<file path="src/rtl/core/ook_rpd_pkg.sv">
// Package for the OOK remote pulse decoder.
// Holds register indexes, reset values and the types shared between modules.
// No dependencies.
package ook_rpd_pkg;

  localparam int unsigned LEN_W  = 8;
  localparam int unsigned IDX_W  = 8;
  localparam int unsigned RAW_W  = 12;
  localparam int unsigned NIB_W  = 4;

  localparam logic [IDX_W-1:0] REG_SHORT_NOMINAL = 8'd0;
  localparam logic [IDX_W-1:0] REG_LONG_NOMINAL  = 8'd1;
  localparam logic [IDX_W-1:0] REG_TOLERANCE     = 8'd2;
  localparam logic [IDX_W-1:0] REG_GAP_LIMIT     = 8'd3;

  localparam logic [LEN_W-1:0] RST_SHORT_NOMINAL = 8'd22;
  localparam logic [LEN_W-1:0] RST_LONG_NOMINAL  = 8'd66;
  localparam logic [LEN_W-1:0] RST_TOLERANCE     = 8'd10;
  localparam logic [LEN_W-1:0] RST_GAP_LIMIT     = 8'd100;

  typedef struct packed {
    logic [LEN_W-1:0] short_nominal;
    logic [LEN_W-1:0] long_nominal;
    logic [LEN_W-1:0] tolerance;
    logic [LEN_W-1:0] gap_limit;
  } cfg_t;

  typedef struct packed {
    logic [NIB_W-1:0] house_index;
    logic [NIB_W-1:0] unit_number;
    logic             command_on;
    logic [RAW_W-1:0] raw_code;
  } res_t;

  typedef struct packed {
    logic load;
    res_t res;
  } res_req_t;

endpackage

</file>
<file path="src/rtl/core/ook_rpd_pulse_if.sv">
// Input channel of the OOK remote pulse decoder: one received pulse per request.
// Depends on ook_rpd_pkg for field widths.
interface ook_rpd_pulse_if;
  logic                           valid;
  logic                           ready;
  logic                           level;
  logic [ook_rpd_pkg::LEN_W-1:0]  pulse_length;

  modport source (output valid, output level, output pulse_length, input ready);
  modport sink   (input valid, input level, input pulse_length, output ready);
endinterface

</file>
<file path="src/rtl/core/ook_rpd_code_if.sv">
// Output channel of the OOK remote pulse decoder: one decoded code per request.
// Depends on ook_rpd_pkg for field widths.
interface ook_rpd_code_if;
  logic                           valid;
  logic                           ready;
  logic [ook_rpd_pkg::NIB_W-1:0]  house_index;
  logic [ook_rpd_pkg::NIB_W-1:0]  unit_number;
  logic                           command_on;
  logic [ook_rpd_pkg::RAW_W-1:0]  raw_code;

  modport source (output valid, output house_index, output unit_number,
                  output command_on, output raw_code, input ready);
  modport sink   (input valid, input house_index, input unit_number,
                  input command_on, input raw_code, output ready);
endinterface

</file>
<file path="src/rtl/core/ook_rpd_cfg_if.sv">
// Configuration write channel of the OOK remote pulse decoder.
// Depends on ook_rpd_pkg for field widths.
interface ook_rpd_cfg_if;
  logic                           valid;
  logic                           ready;
  logic [ook_rpd_pkg::IDX_W-1:0]  index;
  logic [ook_rpd_pkg::LEN_W-1:0]  data;

  modport source (output valid, output index, output data, input ready);
  modport sink   (input valid, input index, input data, output ready);
endinterface

</file>
<file path="src/rtl/core/ook_rpd_cfg.sv">
// Configuration register file of the OOK remote pulse decoder.
// Depends on ook_rpd_pkg and ook_rpd_cfg_if.
module ook_rpd_cfg (
  input  logic               clk,
  input  logic               rst,
  ook_rpd_cfg_if.sink        cfg,
  output ook_rpd_pkg::cfg_t  regs
);
  import ook_rpd_pkg::*;

  assign cfg.ready = 1'b1;

  always_ff @(posedge clk) begin
    if (rst) begin
      regs.short_nominal <= RST_SHORT_NOMINAL;
      regs.long_nominal  <= RST_LONG_NOMINAL;
      regs.tolerance     <= RST_TOLERANCE;
      regs.gap_limit     <= RST_GAP_LIMIT;
    end else if (cfg.valid) begin
      unique case (cfg.index)
        REG_SHORT_NOMINAL: regs.short_nominal <= cfg.data;
        REG_LONG_NOMINAL:  regs.long_nominal  <= cfg.data;
        REG_TOLERANCE:     regs.tolerance     <= cfg.data;
        REG_GAP_LIMIT:     regs.gap_limit     <= cfg.data;
        default: begin
        end
      endcase
    end
  end

endmodule

</file>
<file path="src/rtl/core/ook_rpd_dec.sv">
// Pulse classifier and symbol sequencer of the OOK remote pulse decoder.
// Registers the input pulse, then updates phase, shift register and symbol count.
// Depends on ook_rpd_pkg and ook_rpd_pulse_if.
module ook_rpd_dec #(
  parameter int unsigned CODE_BITS = 12
) (
  input  logic                   clk,
  input  logic                   rst,
  ook_rpd_pulse_if.sink          pulse,
  input  ook_rpd_pkg::cfg_t      regs,
  input  logic                   out_busy,
  output ook_rpd_pkg::res_req_t  req
);
  import ook_rpd_pkg::*;

  localparam int unsigned CNT_W = $clog2(CODE_BITS + 2);
  localparam int unsigned EXT_W = (CODE_BITS > RAW_W) ? CODE_BITS : RAW_W;
  localparam logic [CNT_W-1:0] CNT_MAX  = CNT_W'(CODE_BITS + 1);
  localparam logic [CNT_W-1:0] CNT_LAST = CNT_W'(CODE_BITS - 1);

  typedef enum logic [5:0] {
    PH_IDLE    = 6'b000001,
    PH_INVALID = 6'b000010,
    PH_S       = 6'b000100,
    PH_SL      = 6'b001000,
    PH_SLS     = 6'b010000,
    PH_SLL     = 6'b100000
  } phase_t;

  logic                  in_vld;
  logic                  in_level;
  logic [LEN_W-1:0]      in_len;
  phase_t                phase, phase_next;
  logic [CODE_BITS-1:0]  code_shift, code_shift_next;
  logic [CNT_W-1:0]      symbol_count, symbol_count_next;
  logic                  gap, is_s, is_l, add, add_bit, emit, advance;
  logic [EXT_W-1:0]      code_ext;

  assign advance     = in_vld && !(emit && out_busy);
  assign pulse.ready = !in_vld || advance;

  always_ff @(posedge clk) begin
    if (rst) begin
      in_vld <= 1'b0;
    end else if (pulse.ready) begin
      in_vld <= pulse.valid;
    end
  end

  always_ff @(posedge clk) begin
    if (pulse.ready && pulse.valid) begin
      in_level <= pulse.level;
      in_len   <= pulse.pulse_length;
    end
  end

  assign gap  = in_len > regs.gap_limit;
  assign is_s = ({1'b0, in_len} + {1'b0, regs.tolerance} > {1'b0, regs.short_nominal}) &&
                ({1'b0, in_len} < {1'b0, regs.short_nominal} + {1'b0, regs.tolerance});
  assign is_l = ({1'b0, in_len} + {1'b0, regs.tolerance} > {1'b0, regs.long_nominal}) &&
                ({1'b0, in_len} < {1'b0, regs.long_nominal} + {1'b0, regs.tolerance});

  always_comb begin
    phase_next        = phase;
    symbol_count_next = symbol_count;
    add               = 1'b0;
    add_bit           = 1'b0;
    if (gap) begin
      phase_next        = PH_IDLE;
      symbol_count_next = '0;
    end else begin
      unique case (phase)
        PH_INVALID: begin
          symbol_count_next = '0;
          phase_next = (in_level && is_s) ? PH_S : PH_INVALID;
        end
        PH_IDLE: begin
          phase_next = (in_level && is_s) ? PH_S : PH_INVALID;
        end
        PH_S: begin
          phase_next = (!in_level && is_l) ? PH_SL : PH_INVALID;
        end
        PH_SL: begin
          if (in_level && is_l) phase_next = PH_SLL;
          else if (in_level && is_s) phase_next = PH_SLS;
          else phase_next = PH_INVALID;
        end
        PH_SLS: begin
          add = !in_level && is_l;
          phase_next = add ? PH_IDLE : PH_INVALID;
        end
        PH_SLL: begin
          add     = !in_level && is_s;
          add_bit = 1'b1;
          phase_next = add ? PH_IDLE : PH_INVALID;
        end
        default: begin
          phase_next = PH_INVALID;
        end
      endcase
    end
    code_shift_next = add ? {add_bit, code_shift[CODE_BITS-1:1]} : code_shift;
    if (add && symbol_count < CNT_MAX) begin
      symbol_count_next = symbol_count + 1'b1;
    end
  end

  assign emit     = add && (symbol_count == CNT_LAST);
  assign code_ext = EXT_W'(code_shift_next);

  assign req.load            = advance && emit;
  assign req.res.house_index = code_ext[NIB_W-1:0];
  assign req.res.unit_number = code_ext[2*NIB_W-1:NIB_W] + 1'b1;
  assign req.res.command_on  = code_shift_next[CODE_BITS-1];
  assign req.res.raw_code    = code_ext[RAW_W-1:0];

  always_ff @(posedge clk) begin
    if (rst) begin
      phase        <= PH_IDLE;
      code_shift   <= '0;
      symbol_count <= '0;
    end else if (advance) begin
      phase        <= phase_next;
      code_shift   <= code_shift_next;
      symbol_count <= symbol_count_next;
    end
  end

`ifndef SYNTH
  a_count_bound: assert property (@(posedge clk) disable iff (rst)
    symbol_count <= CNT_MAX)
    else $error("symbol count beyond saturation");

  a_emit_phase: assert property (@(posedge clk) disable iff (rst)
    req.load |-> (phase == PH_SLS || phase == PH_SLL))
    else $error("result emitted outside a symbol end");

  a_gap_clears: assert property (@(posedge clk) disable iff (rst)
    (advance && gap) |=> (symbol_count == '0 && phase == PH_IDLE))
    else $error("gap pulse did not reset the decoder");
`endif

endmodule

</file>
<file path="src/rtl/core/ook_rpd_out.sv">
// Output register of the OOK remote pulse decoder.
// Holds one decoded code until the sink takes it. Depends on ook_rpd_pkg, ook_rpd_code_if.
module ook_rpd_out (
  input  logic                   clk,
  input  logic                   rst,
  input  ook_rpd_pkg::res_req_t  req,
  output logic                   out_busy,
  ook_rpd_code_if.source         code
);
  import ook_rpd_pkg::*;

  logic vld;
  res_t res;

  assign out_busy = vld && !code.ready;

  always_ff @(posedge clk) begin
    if (rst) begin
      vld <= 1'b0;
    end else if (req.load) begin
      vld <= 1'b1;
    end else if (code.ready) begin
      vld <= 1'b0;
    end
  end

  always_ff @(posedge clk) begin
    if (req.load) begin
      res <= req.res;
    end
  end

  assign code.valid       = vld;
  assign code.house_index = res.house_index;
  assign code.unit_number = res.unit_number;
  assign code.command_on  = res.command_on;
  assign code.raw_code    = res.raw_code;

endmodule

</file>
<file path="src/rtl/core/ook_remote_pulse_decoder_top.sv">
// A pulse request is registered in the input register, and the code that it completes is
// registered in the output register. Throughput: one pulse per cycle; the input stalls only
// when a new code is due while the previous one is still held for the sink.
// Reset (rst, synchronous) restores default timing registers, clears phase, shift
// register and symbol count, and empties the input and output registers.
// Depends on ook_rpd_pkg, the channel interfaces and ook_rpd_cfg, ook_rpd_dec, ook_rpd_out.
module ook_remote_pulse_decoder_top #(
  parameter int unsigned CODE_BITS = 12
) (
  input  logic             clk,
  input  logic             rst,
  ook_rpd_pulse_if.sink    pulse,
  ook_rpd_code_if.source   code,
  ook_rpd_cfg_if.sink      cfg
);
  import ook_rpd_pkg::*;

  cfg_t     regs;
  res_req_t req;
  logic     out_busy;

  ook_rpd_cfg u_cfg (
    .clk  (clk),
    .rst  (rst),
    .cfg  (cfg),
    .regs (regs)
  );

  ook_rpd_dec #(
    .CODE_BITS (CODE_BITS)
  ) u_dec (
    .clk      (clk),
    .rst      (rst),
    .pulse    (pulse),
    .regs     (regs),
    .out_busy (out_busy),
    .req      (req)
  );

  ook_rpd_out u_out (
    .clk      (clk),
    .rst      (rst),
    .req      (req),
    .out_busy (out_busy),
    .code     (code)
  );

endmodule
</file>
<file path="src/flat_wrapper.sv">
// flat-port wrapper written by rule: the top's interface ports become plain ports
module ook_remote_pulse_decoder_top_flat import ook_rpd_pkg::*;
#(
  parameter int unsigned CODE_BITS = 12
)
  (clk, rst, pulse_valid, pulse_level, pulse_pulse_length, pulse_ready, code_valid, code_house_index, code_unit_number, code_command_on, code_raw_code, code_ready, cfg_valid, cfg_index, cfg_data, cfg_ready);
  ook_rpd_pulse_if pulse_i ();
  ook_rpd_code_if code_i ();
  ook_rpd_cfg_if cfg_i ();
  input  logic clk;
  input  logic rst;
  input wire logic [$bits(pulse_i.valid)-1:0] pulse_valid;
  input wire logic [$bits(pulse_i.level)-1:0] pulse_level;
  input wire logic [$bits(pulse_i.pulse_length)-1:0] pulse_pulse_length;
  output wire logic [$bits(pulse_i.ready)-1:0] pulse_ready;
  output wire logic [$bits(code_i.valid)-1:0] code_valid;
  output wire logic [$bits(code_i.house_index)-1:0] code_house_index;
  output wire logic [$bits(code_i.unit_number)-1:0] code_unit_number;
  output wire logic [$bits(code_i.command_on)-1:0] code_command_on;
  output wire logic [$bits(code_i.raw_code)-1:0] code_raw_code;
  input wire logic [$bits(code_i.ready)-1:0] code_ready;
  input wire logic [$bits(cfg_i.valid)-1:0] cfg_valid;
  input wire logic [$bits(cfg_i.index)-1:0] cfg_index;
  input wire logic [$bits(cfg_i.data)-1:0] cfg_data;
  output wire logic [$bits(cfg_i.ready)-1:0] cfg_ready;
  assign pulse_i.valid = pulse_valid;
  assign pulse_i.level = pulse_level;
  assign pulse_i.pulse_length = pulse_pulse_length;
  assign pulse_ready = pulse_i.ready;
  assign code_valid = code_i.valid;
  assign code_house_index = code_i.house_index;
  assign code_unit_number = code_i.unit_number;
  assign code_command_on = code_i.command_on;
  assign code_raw_code = code_i.raw_code;
  assign code_i.ready = code_ready;
  assign cfg_i.valid = cfg_valid;
  assign cfg_i.index = cfg_index;
  assign cfg_i.data = cfg_data;
  assign cfg_ready = cfg_i.ready;
  ook_remote_pulse_decoder_top #(.CODE_BITS(CODE_BITS)) u_core (.clk(clk), .rst(rst), .pulse(pulse_i), .code(code_i), .cfg(cfg_i));
endmodule
</file>
<file path="config.mk">
export PLATFORM = sky130hd
export DESIGN_NAME = ook_remote_pulse_decoder_top_flat
export DESIGN_NICKNAME = d
export VERILOG_FILES = /design/src/rtl/core/ook_rpd_pkg.sv /design/src/rtl/core/ook_rpd_pulse_if.sv /design/src/rtl/core/ook_rpd_code_if.sv /design/src/rtl/core/ook_rpd_cfg_if.sv /design/src/rtl/core/ook_rpd_cfg.sv /design/src/rtl/core/ook_rpd_dec.sv /design/src/rtl/core/ook_rpd_out.sv /design/src/rtl/core/ook_remote_pulse_decoder_top.sv /design/src/flat_wrapper.sv
export SDC_FILE = /design/constraint.sdc
export NUM_CORES = 1
export LEC_CHECK = 0
export BUFFER_PORTS_ARGS = -buffer_cell sky130_fd_sc_hd__buf_2
export CAP_MARGIN = 10
export CORE_MARGIN = 4
export CORE_UTILIZATION = 54
export DETAILED_ROUTE_END_ITERATION = 10
export MAX_ROUTING_LAYER = met4
export PLACE_DENSITY = 0.77
export SYNTH_ARGS = -nofsm -noshare
export SYNTH_HDL_FRONTEND = slang
export SYNTH_HIERARCHICAL = 1
export SYNTH_SLANG_ARGS = --single-unit
</file>
<file path="constraint.sdc">
create_clock -name clk -period 5.7 [get_ports clk]
set_input_delay 1.14 -clock clk [delete_from_list [all_inputs] [get_ports clk]]
set_output_delay 1.14 -clock clk [all_outputs]
set_load 0.005 [all_outputs]
</file>
After elaboration in Yosys (flattened, before gate mapping)
Cells that the tools add are included. W data, S select, Z words.

Bits in registers: 86. Bits in latches: 0. Memory bits (writable): 0. Memory bits (read-only): 0. Bits of input ports: 30. Output and inout port bits: 24. Logic and storage cells: 81. Memories kept: 0.

Add/sub/neg operators: 5. Multipliers: 0. Divide/modulo/power cells: 0. Order comparisons: 6. Equal/unequal tests: 10. Shifts and indexed selects: 0. Muxes and demuxes: 18. Bitwise gates (word level): 0. Reduce and logical (&&, ||, !) cells: 27.

Operators with widths (count): $pmux W6 S5 (1); $add A8 B8 Y9 (3); $gt A9 B8 Y1 (2); $lt A8 B9 Y1 (2); $eq A8 B2 Y1 const B (2); $mux W4 (4); $logic_and A1 B1 Y1 (13); $mux W12 (1); $mux W6 (2); $reduce_and A2 Y1 (5); $add A4 B1 Y4 const B (2); $eq A8 B1 Y1 const B (1); $gt A8 B8 Y1 (1); $logic_not A8 Y1 (1); $eq A6 B1 Y1 const B (1); $eq A6 B2 Y1 const B (1); $eq A6 B3 Y1 const B (1); $eq A6 B4 Y1 const B (1); $eq A6 B5 Y1 const B (1); $eq A6 B6 Y1 const B (1); $mux W1 (5); $mux W5 (1); $eq A4 B4 Y1 const B (1); $logic_not A1 Y1 (4); 8 further kinds (9).

Longest topological paths before layout
Gate-level depths: netlist (run 1).

Word-level depth: 12. Depth in mapped cells: 22. Mapped depth without buffers: 20.

Hierarchy
The synthesis (run 1) kept the hierarchy.

By module, submodules not included: ook_rpd_dec (times used 1, cells each 413, area each 3533.4 µm², seq. area each 730.7 µm²); ook_rpd_cfg (times used 1, cells each 126, area each 1342.5 µm², seq. area each 640.6 µm²); ook_rpd_out (times used 1, cells each 24, area each 674.4 µm², seq. area each 650.6 µm²).

Worst setup path before layout (run 1)
No wires, ideal clock.

Path kind: reg-to-reg. Start: reg u_core/u_cfg/regs[9] (netlist name). End: reg u_core.u_out.res, in the netlist u_core/u_out/code.command_on (enable). Arrival time: 5222 ps. Required time: 5272 ps. Setup slack: 50 ps. Stages on the path, launching flop included: 19. Path buffers: 2. Clock period less this slack: 5650 ps. Path through: dfxtp_1 -> ha_1 -> a21o_1 -> a21oi_1 -> o21bai_1 -> a21oi_1 -> o21bai_1 -> a21oi_1 -> xor2_1 -> ha_1 -> a2111oi_2 -> o21ai_1 -> o211a_1 -> a221oi_4 -> a32oi_2 -> or3_1 -> buf_6 -> buf_2 -> nor3_1.

RTL lines: to (signal assigned) (line ook_rpd_out.sv:29) `res <= req.res;`; to (decl) (line ook_rpd_out.sv:13) `res_t res;`.

Final worst setup path (run 1)
Start: reg u_core/u_cfg/regs[8] (netlist name). End: out pulse_ready.

Longest elaborated chain between the ends: 11. Elaborated cells between the ends (all ways): 18. Classes of those cells: add/sub: 3; order compare: 4; mux: 2; reduce/logical: 9.

Ends and longest elaborated chain: $add A8 B8 Y9 (on tied branches); $gt A9 B8 Y1 (tied with other cells) (line ook_rpd_dec.sv:58) `assign is_s = ({1'b0, in_len} + {1'b0, regs.tolerance} > {1'b0, regs.short_nominal}) &&`; $logic_and A1 B1 Y1 (on tied branches) (line ook_rpd_dec.sv:58, ook_rpd_dec.sv:60); $logic_and A1 B1 Y1 (on tied branches) (line ook_rpd_dec.sv:93, ook_rpd_dec.sv:89); $pmux W1 S2 (*) (line ook_rpd_dec.sv:72) `unique case (phase)`; $mux W1 (*) (line ook_rpd_dec.sv:68) `if (gap) begin`; $logic_and A1 B1 Y1 (*) (line ook_rpd_dec.sv:108) `assign emit = add && (symbol_count == CNT_LAST);`; $logic_and A1 B1 Y1 (*) (line ook_rpd_dec.sv:39) `assign advance = in_vld && !(emit && out_busy);`; $logic_not A1 Y1 (*) (line ook_rpd_dec.sv:39); $logic_and A1 B1 Y1 (*) (line ook_rpd_dec.sv:39); $logic_or A1 B1 Y1 (*) (line ook_rpd_dec.sv:40) `assign pulse.ready = !in_vld || advance;`; to (decl) (line flat_wrapper.sv:15) `output wire logic [$bits(pulse_i.ready)-1:0] pulse_ready;`.

Every way passes the cells marked *; elsewhere a longest branch is shown, timed or not.

==> impl_metrics.toml, run 1 <==
[status]
status = "completed"

[layout]
num_antenna_cells = 0
layout-drive-gt1-share_pct = 21.4
syn2layout_area_growth_pct = 13.5
finish.instance_area_mm2 = 0.00630
layout_commonest_cell = "ha_1"
nNetsFinal = 719
layout_common_cells = "63 x ha_1, 52 x buf_2, 52 x nor2_1, 52 x dfxtp_1, 45 x mux2i_1"

[grt]
grt_max_degree = 72
antenna_found_initial = 0
grt_pass1_vias = 4333
grt_pass1_wl_um = 20200
overflow = 0
gr-usage-all-layers_pct = 22.4

[sta]
setup_viol = 0
min_period_ps = 5550
worst_slew_pin_slew_ps = 754
skew_ps = 13.2
hold_viol = 0
maxSlewViolCount = 0
timing.final.crit_share_pct = 97.4
max_freq_mhz = 180
whs_ps = 483
layout_setup_ws_ps = 150
relSlewSlack_pct = 49.7

[floorplan]
start_util_pct = 56.0
fp.dieH_um = 109
io_pins = 54
rows = 36
die_w_um = 109
fp.coreArea_mm2 = 0.00991
die_area_mm2 = 0.0120

[clocking]
clockRootBuffer = "clkbuf_8"
cts-buffers-inserted = 9
cts_htree_levels = 3
clk_path_buf_depth = 2
cts_tree = "built"
clock_sinks = 86
clock_latency_ps = 380
clk_pin_slew_worst_paths_ps = 90

[yosys]
syn_area_mm2 = 0.00555
synth_seq_area_share_pct = 36.4
synth_cells = 563
syn_avg_cell_area_um2 = 9.86
ys_ff_latch = 86
synth_edf_count = 30
syn-num-nets = 661
async_flop_share_pct = 0
synthDistinctLibCells = 73
ys.flop_type = "dfxtp_1"
yosysWarnings = 6

[placed_design]
placed_cell_area_mm2 = 0.00589
io_buffers = 52
dp_slack_ps = 342
dp_hpwl_um = 9270
finalWeightedCongestion = 0.964

[setup_path]
critical-path-top-delay-family = "compound AO/OA/AOI/OAI gates"
worst_path_max_delay_cell = "or3_4"
end_kind = "output pin"
crit_top_cell = "or3_4"
crit_required_ps = 4560
startpoint_type = "flop"
crit_fanout = 5
path_class = "flop to output pin"
critPathMaxStageDelay_ps = 390
cp.arrival_ps = 4410
path_cells = "ha_2 > fa_2 > a211oi_2 > o21bai_1 > a21o_1 > xnor2_2 > ha_1 > a2111oi_4 > o21ai_1 > a41oi_1 > a311o_1 > a32oi_4 > or3_4 > or3_4 > buf_2"
crit_buf_inv = 1

[power_and_ir_drop]
leakagePower_nw = 2.98
ir_worst_vdd_uv = 162
p_per_area_mw_per_mm2 = 209

[routing]
wl_per_cell_um = 16.4
drtIter0Drc = 261
wl_um = 12500
antenna_left = 0
drc_errors = 0
firstDrtPassIters = 6
viasPerCell = 5.68
via_count = 4309

[worst_hold_path]
hold_class = "flop to flop"

[flow_run]
drv_cap = 0
[path summary, 6_finish.rpt]
| path | endpoint | start | cells past startpoint | slack, ps |
|---|---|---|---|---|
| max | pulse_ready | u_core/u_cfg/regs[8]$_SDFFE_PP0P_ | 15 | 150 |
| min | u_core/u_cfg/regs[1]$_SDFFE_PP0P_ | u_core/u_cfg/regs[1]$_SDFFE_PP0P_ | 2 | 480 |
| max reg2reg | u_core/u_out/code.unit_number[2]$_DFFE_PP_ | u_core/u_dec/in_len[0]$_DFFE_PP_ | 21 | 790 |
| min reg2reg | u_core/u_cfg/regs[1]$_SDFFE_PP0P_ | u_core/u_cfg/regs[1]$_SDFFE_PP0P_ | 2 | 480 |
[registers in the layout, indices dropped and copies added, names as in the netlist]
signal / flops
u_core/u_out/code.command_on: 1
u_core/u_dec/in_vld: 1
u_core/u_cfg/regs: 32
u_core/u_dec/in_level: 1
u_core/u_out/code.valid: 1
u_core/u_dec/code_shift: 12
u_core/u_dec/in_len: 8
u_core/u_dec/phase: 6
u_core/u_out/code.raw_code: 12
u_core/u_out/code.unit_number: 4
u_core/u_out/code.house_index: 4
u_core/u_dec/symbol_count: 4
[layer usage]
layer	vias to the layer above	track usage (%)	part of all wire [%]
met4	0	12.0	3.5
met2	110	34.7	46
met5	-	-	0
met1	2038	28.2	46
li1	2122	-	-
met3	39	3.17	4.2
[cell type report]
class | count | area, um2
clock inverter | 7 | 103
clock buffer | 9 | 124
fill | 821 | 3610
sequential | 86 | 2030
multi-input combinational | 413 | 3340
timing repair buffer | 67 | 373
tap | 133 | 166
inverter | 44 | 165
[cells by family after synthesis]
family,Yosys count,synth area share (%)
compound gates,105,13.1
other cells,1,0.0676
fa+ha+maj,68,15.7
simple gates,166,16.3
mux,56,10.4
flops,86,36.4
buf+inv,64,5.25
xor+xnor,17,2.68
[worst register-to-register path, delay by kind of cell (launching register included)]
| family | cells | cell delay, ps |
|---|---|---|
| AO/OA/AOI/OAI | 6 | 1540 |
| XOR/XNOR | 2 | 310 |
| adder cells (fa/ha/maj) | 4 | 1120 |
| buffers and inverters | 3 | 400 |
| flip-flops | 1 | 460 |
| multiplexers | 1 | 290 |
| AND/OR/NAND/NOR | 5 | 530 |
[stage by stage]
step | power, W | TNS, ps | std cells | utilization [%]
2_1_floorplan | 0.000770 | 0 | 563 | -
5_1_grt | 0.00137 | -10.1 | 759 | 63.6
3_5_place_dp | 0.000817 | 0 | 732 | 59.4
4_1_cts | 0.00131 | 0 | 752 | 62.1
6_report | 0.00131 | 0 | 759 | 63.6
3_3_place_gp | 0.000809 | 0 | 732 | 59.4
[what timing repair did]
item,4_1_cts,5_1_grt
hold buffers,0,0
setup endpoints to repair,1,1
buffers inserted,4,7
hold endpoints to repair,0,0
pin swaps,2,20
resized for setup,4,24
[synthesized netlist by cell type, drive strengths merged (2+ instances only)]
library cell  count  area share (%)
a21oi            33             3.0
inv              44             3.0
xor2              5            0.79
a31oi             2            0.23
o21ai            22             2.0
a2111oi           2            0.43
xnor2            12             1.9
nor2             52             3.5
ha               65              15
a211oi            4            0.54
mux2i            45             8.1
o21bai            8             1.1
a311o             2            0.36
edfxtp           30              16
nor3              9            0.90
buf              12             1.7
nand2            23             1.6
dfxtp            56              20
clkbuf            8            0.54
a21o              9             1.2
nand3b            8             1.1
nand4             7             1.1
or2               3            0.34
nor2b             5            0.70
nor3b             2            0.27
mux2             11             2.3
nand2b           34             3.8
o211ai            3            0.41
and2              3            0.38
or3               2            0.32
fa                3             1.1
nand3            11             1.1
[where the power goes]
| group | leakage (nW) | switching, W | internal, W |
|---|---|---|---|
| clock network | 0.111 | 0.000238 | 0.000253 |
| registers | 0.778 | 0.0000119 | 0.000638 |
| logic | 2.09 | 0.0000958 | 0.0000773 |
| total | 2.98 | 0.000346 | 0.000968 |
No activity file was read; power rests on OpenSTA's default activity.
==> run 2, diff against run 1 <==
SYNTH_HIERARCHICAL = default   (was 1)
==> run 2 against run 1 <==
Net effect:
- highest routed layer unchanged
- critical path type unchanged
- clock power down 22%
- largest cell class unchanged
- combinational power up 5%
- clock skew down 0.85 ps
==> impl_metrics.toml, run 2 <==
[yosys]
synth_commonest_cells = "65 x ha_1, 63 x nor2_1, 56 x dfxtp_1, 47 x inv_1, 33 x a21oi_1"
syn-num-nets = 651
async_flop_share_pct = 0
synth.top_cell.area_share_pct = 21.0
synthDistinctLibCells = 70
synth.area.top_cells = "dfxtp_1 21%, ha_1 15%, edfxtp_1 14%"
ys_ff_latch = 81
synth_largest_area_cell = "dfxtp_1"
ys.flop_type = "dfxtp_1"
synth_most_common_cell = "ha_1"
synth_seq_area_share_pct = 35.0
synth_cells = 553
synth_edf_count = 25
yosysWarnings = 0
syn_area_mm2 = 0.00534
syn_avg_cell_area_um2 = 9.66

[setup_path]
cp.arrival_ps = 4090
critical-path-top-delay-family = "compound AO/OA/AOI/OAI gates"
crit_buf_inv = 2
worst_path_max_delay_cell = "dfxtp_1"
startpoint_type = "flop"
r2r.worst_path.cells = 17
crit_top_cell = "nor2_1"
path_class = "flop to output pin"
end_kind = "output pin"
crit_fanout = 7
critPathMaxStageDelay_ps = 530
crit_required_ps = 4560
path_cells = "inv_1 > fa_1 > nor2b_2 > o31a_1 > nor2_1 > nor2_1 > nor2_1 > xnor2_1 > ha_1 > a211oi_1 > o211ai_1 > o211ai_1 > a32oi_4 > a22o_4 > nand4_1 > buf_2"
path_depth = 16

[sta]
maxSlewViolCount = 0
min_period_ps = 5230
hold_viol = 0
timing.final.crit_share_pct = 91.7
skew_ps = 12.3
final.setup.tns_ps = 0
rsz0062_at_grt = "false"
relSlewSlack_pct = 39.7
whs_ps = 495
max_freq_mhz = 191
worst_slew_pin_slew_ps = 904
setup_viol = 0

[worst_hold_path]
hold_path_depth = 2
hold_class = "flop to flop"

[layout]
largest_reg_flops = 32
layout_commonest_cell = "ha_1"
num_antenna_cells = 0
regMostFlops = "u_core.u_cfg.regs"
top_regs = "u_core.u_cfg.regs: 32 flops, u_core.u_dec.code_shift: 12 flops"
nNetsFinal = 699
layout-drive-gt1-share_pct = 19.0
layout_common_cells = "65 x ha_1, 63 x nor2_1, 56 x dfxtp_1"
syn2layout_area_growth_pct = 9.88

[floorplan]
fp.coreArea_mm2 = 0.00968
start_util_pct = 55.2
io_pins = 54
rows = 36
die_area_mm2 = 0.0116
fp.dieH_um = 107
die_w_um = 107

[routing]
wl_um = 12300
viasPerCell = 5.65
drtIter0Drc = 248
firstDrtPassIters = 4
antenna_left = 0
drc_errors = 0
wl_per_cell_um = 16.7
via_count = 4177

[power_and_ir_drop]
fin_total_pwr_w = 0.00119
ir_worst_vdd_uv = 164
leakagePower_nw = 2.66
p_per_area_mw_per_mm2 = 203

[grt]
overflow = 0
grt_pass1_wl_um = 20300
grt_pass1_vias = 4044
gr-usage-all-layers_pct = 23.0
antenna_found_initial = 0
grt_max_degree = 35

[clocking]
clk_path_buf_depth = 2
clk_pin_slew_worst_paths_ps = 80
clock_sinks = 81
clock_latency_ps = 360
cts-resized-gates = 0
cts_hold_buf = 0
cts-buffers-inserted = 9
cts_setup_buffers = 0
cts_tree = "built"
clockRootBuffer = "clkbuf_8"
cts_htree_levels = 3

[status]
status = "completed"

[placed_design]
dp_hpwl_um = 9780
io_buffers = 52
finalWeightedCongestion = 0.888

[flow_run]
drv_cap = 0
==> run 2: cell count changes after synthesis, sizes merged, moves of 7 or more <==
| cell | change |
|---|---|
| mux2i | -16 |
| nor2 | +13 |
| o211ai | +9 |
| o21ai | +7 |
| nand2 | +10 |
| nand2b | -32 |
==> run 2: worst paths after layout <==
kind	start	to	slack [ps]
setup / recovery	u_core.u_cfg.regs[9]$_SDFFE_PP1P_	pulse_ready	470
setup reg to reg	u_core.u_dec.in_len[1]$_DFFE_PP_	u_core.u_out.code.unit_number[2]$_DFFE_PP_	1040
hold / removal	u_core.u_cfg.regs[2]$_SDFFE_PP1P_	u_core.u_cfg.regs[2]$_SDFFE_PP1P_	500
hold reg to reg	u_core.u_cfg.regs[2]$_SDFFE_PP1P_	u_core.u_cfg.regs[2]$_SDFFE_PP1P_	500
==> run 2: layer usage <==
| layer | share of wire [%] | up-vias | global-route usage [%] |
|---|---|---|---|
| met5 | 0 | - | - |
| met4 | 1.8 | 0 | 6.40 |
| met3 | 3.4 | 21 | 3.90 |
| met2 | 49 | 68 | 37.3 |
| li1 | - | 2087 | - |
| met1 | 46 | 2001 | 30.0 |
==> run 2: area by class of cell <==
class	count	area, um2
fillers	829	3810
well taps	133	166
inverters	47	176
multi-input cells	406	3190
repair buffers	56	290
clock buffers	9	124
flip-flops and latches	81	1870
clock inverters	7	53.8
==> run 2: cell families (layout without fill, tap and decap cells) <==
group                      count (synthesis)  in the layout  synth area share [%]
AOI/OAI and AO/OA                        127            127                  18.2
adders and majority gates                 68             68                  16.3
and+or+nand+nor                          151            151                  13.5
muxes                                     41             41                  8.52
other                                      1              1                0.0702
DFF                                       81             81                  35.0
buffers and inverters                     66            119                  5.39
xor gates and xnor gates                  18             18                  2.95
==> run 2: worst register-to-register path, cell delays in order, from the launching register on <==
cell,delay [ps]
edfxtp_1,510
ha_1,350
a21o_1,190
a21oi_1,220
o21bai_1,100
a21oi_1,230
o21bai_1,90
a21oi_1,180
xnor2_1,180
ha_1,290
nand2_1,80
o32a_1,140
o211ai_1,190
a32oi_4,370
a32o_2,520
mux2_2,430
ha_1,210
xor2_1,160
==> run 2: power breakdown <==
part	switching (W)	internal [W]	leakage, nW
Sequential	0.0000168	0.000607	0.689
Clock	0.000222	0.000162	0.0939
Combinational	0.000105	0.0000767	1.87
==> run 2: per-stage QoR <==
stage | std cells | util, % | setup slack (ps) | cell area [um2]
2_1_floorplan | 553 | - | 851 | 5340
3_3_place_gp | 723 | 58.8 | 1020 | 5690
3_5_place_dp | 723 | 58.8 | 877 | 5690
4_1_cts | 739 | 60.6 | 482 | 5870
5_1_grt | 739 | 60.6 | 143 | 5870
6_report | 739 | 60.6 | 471 | 5870
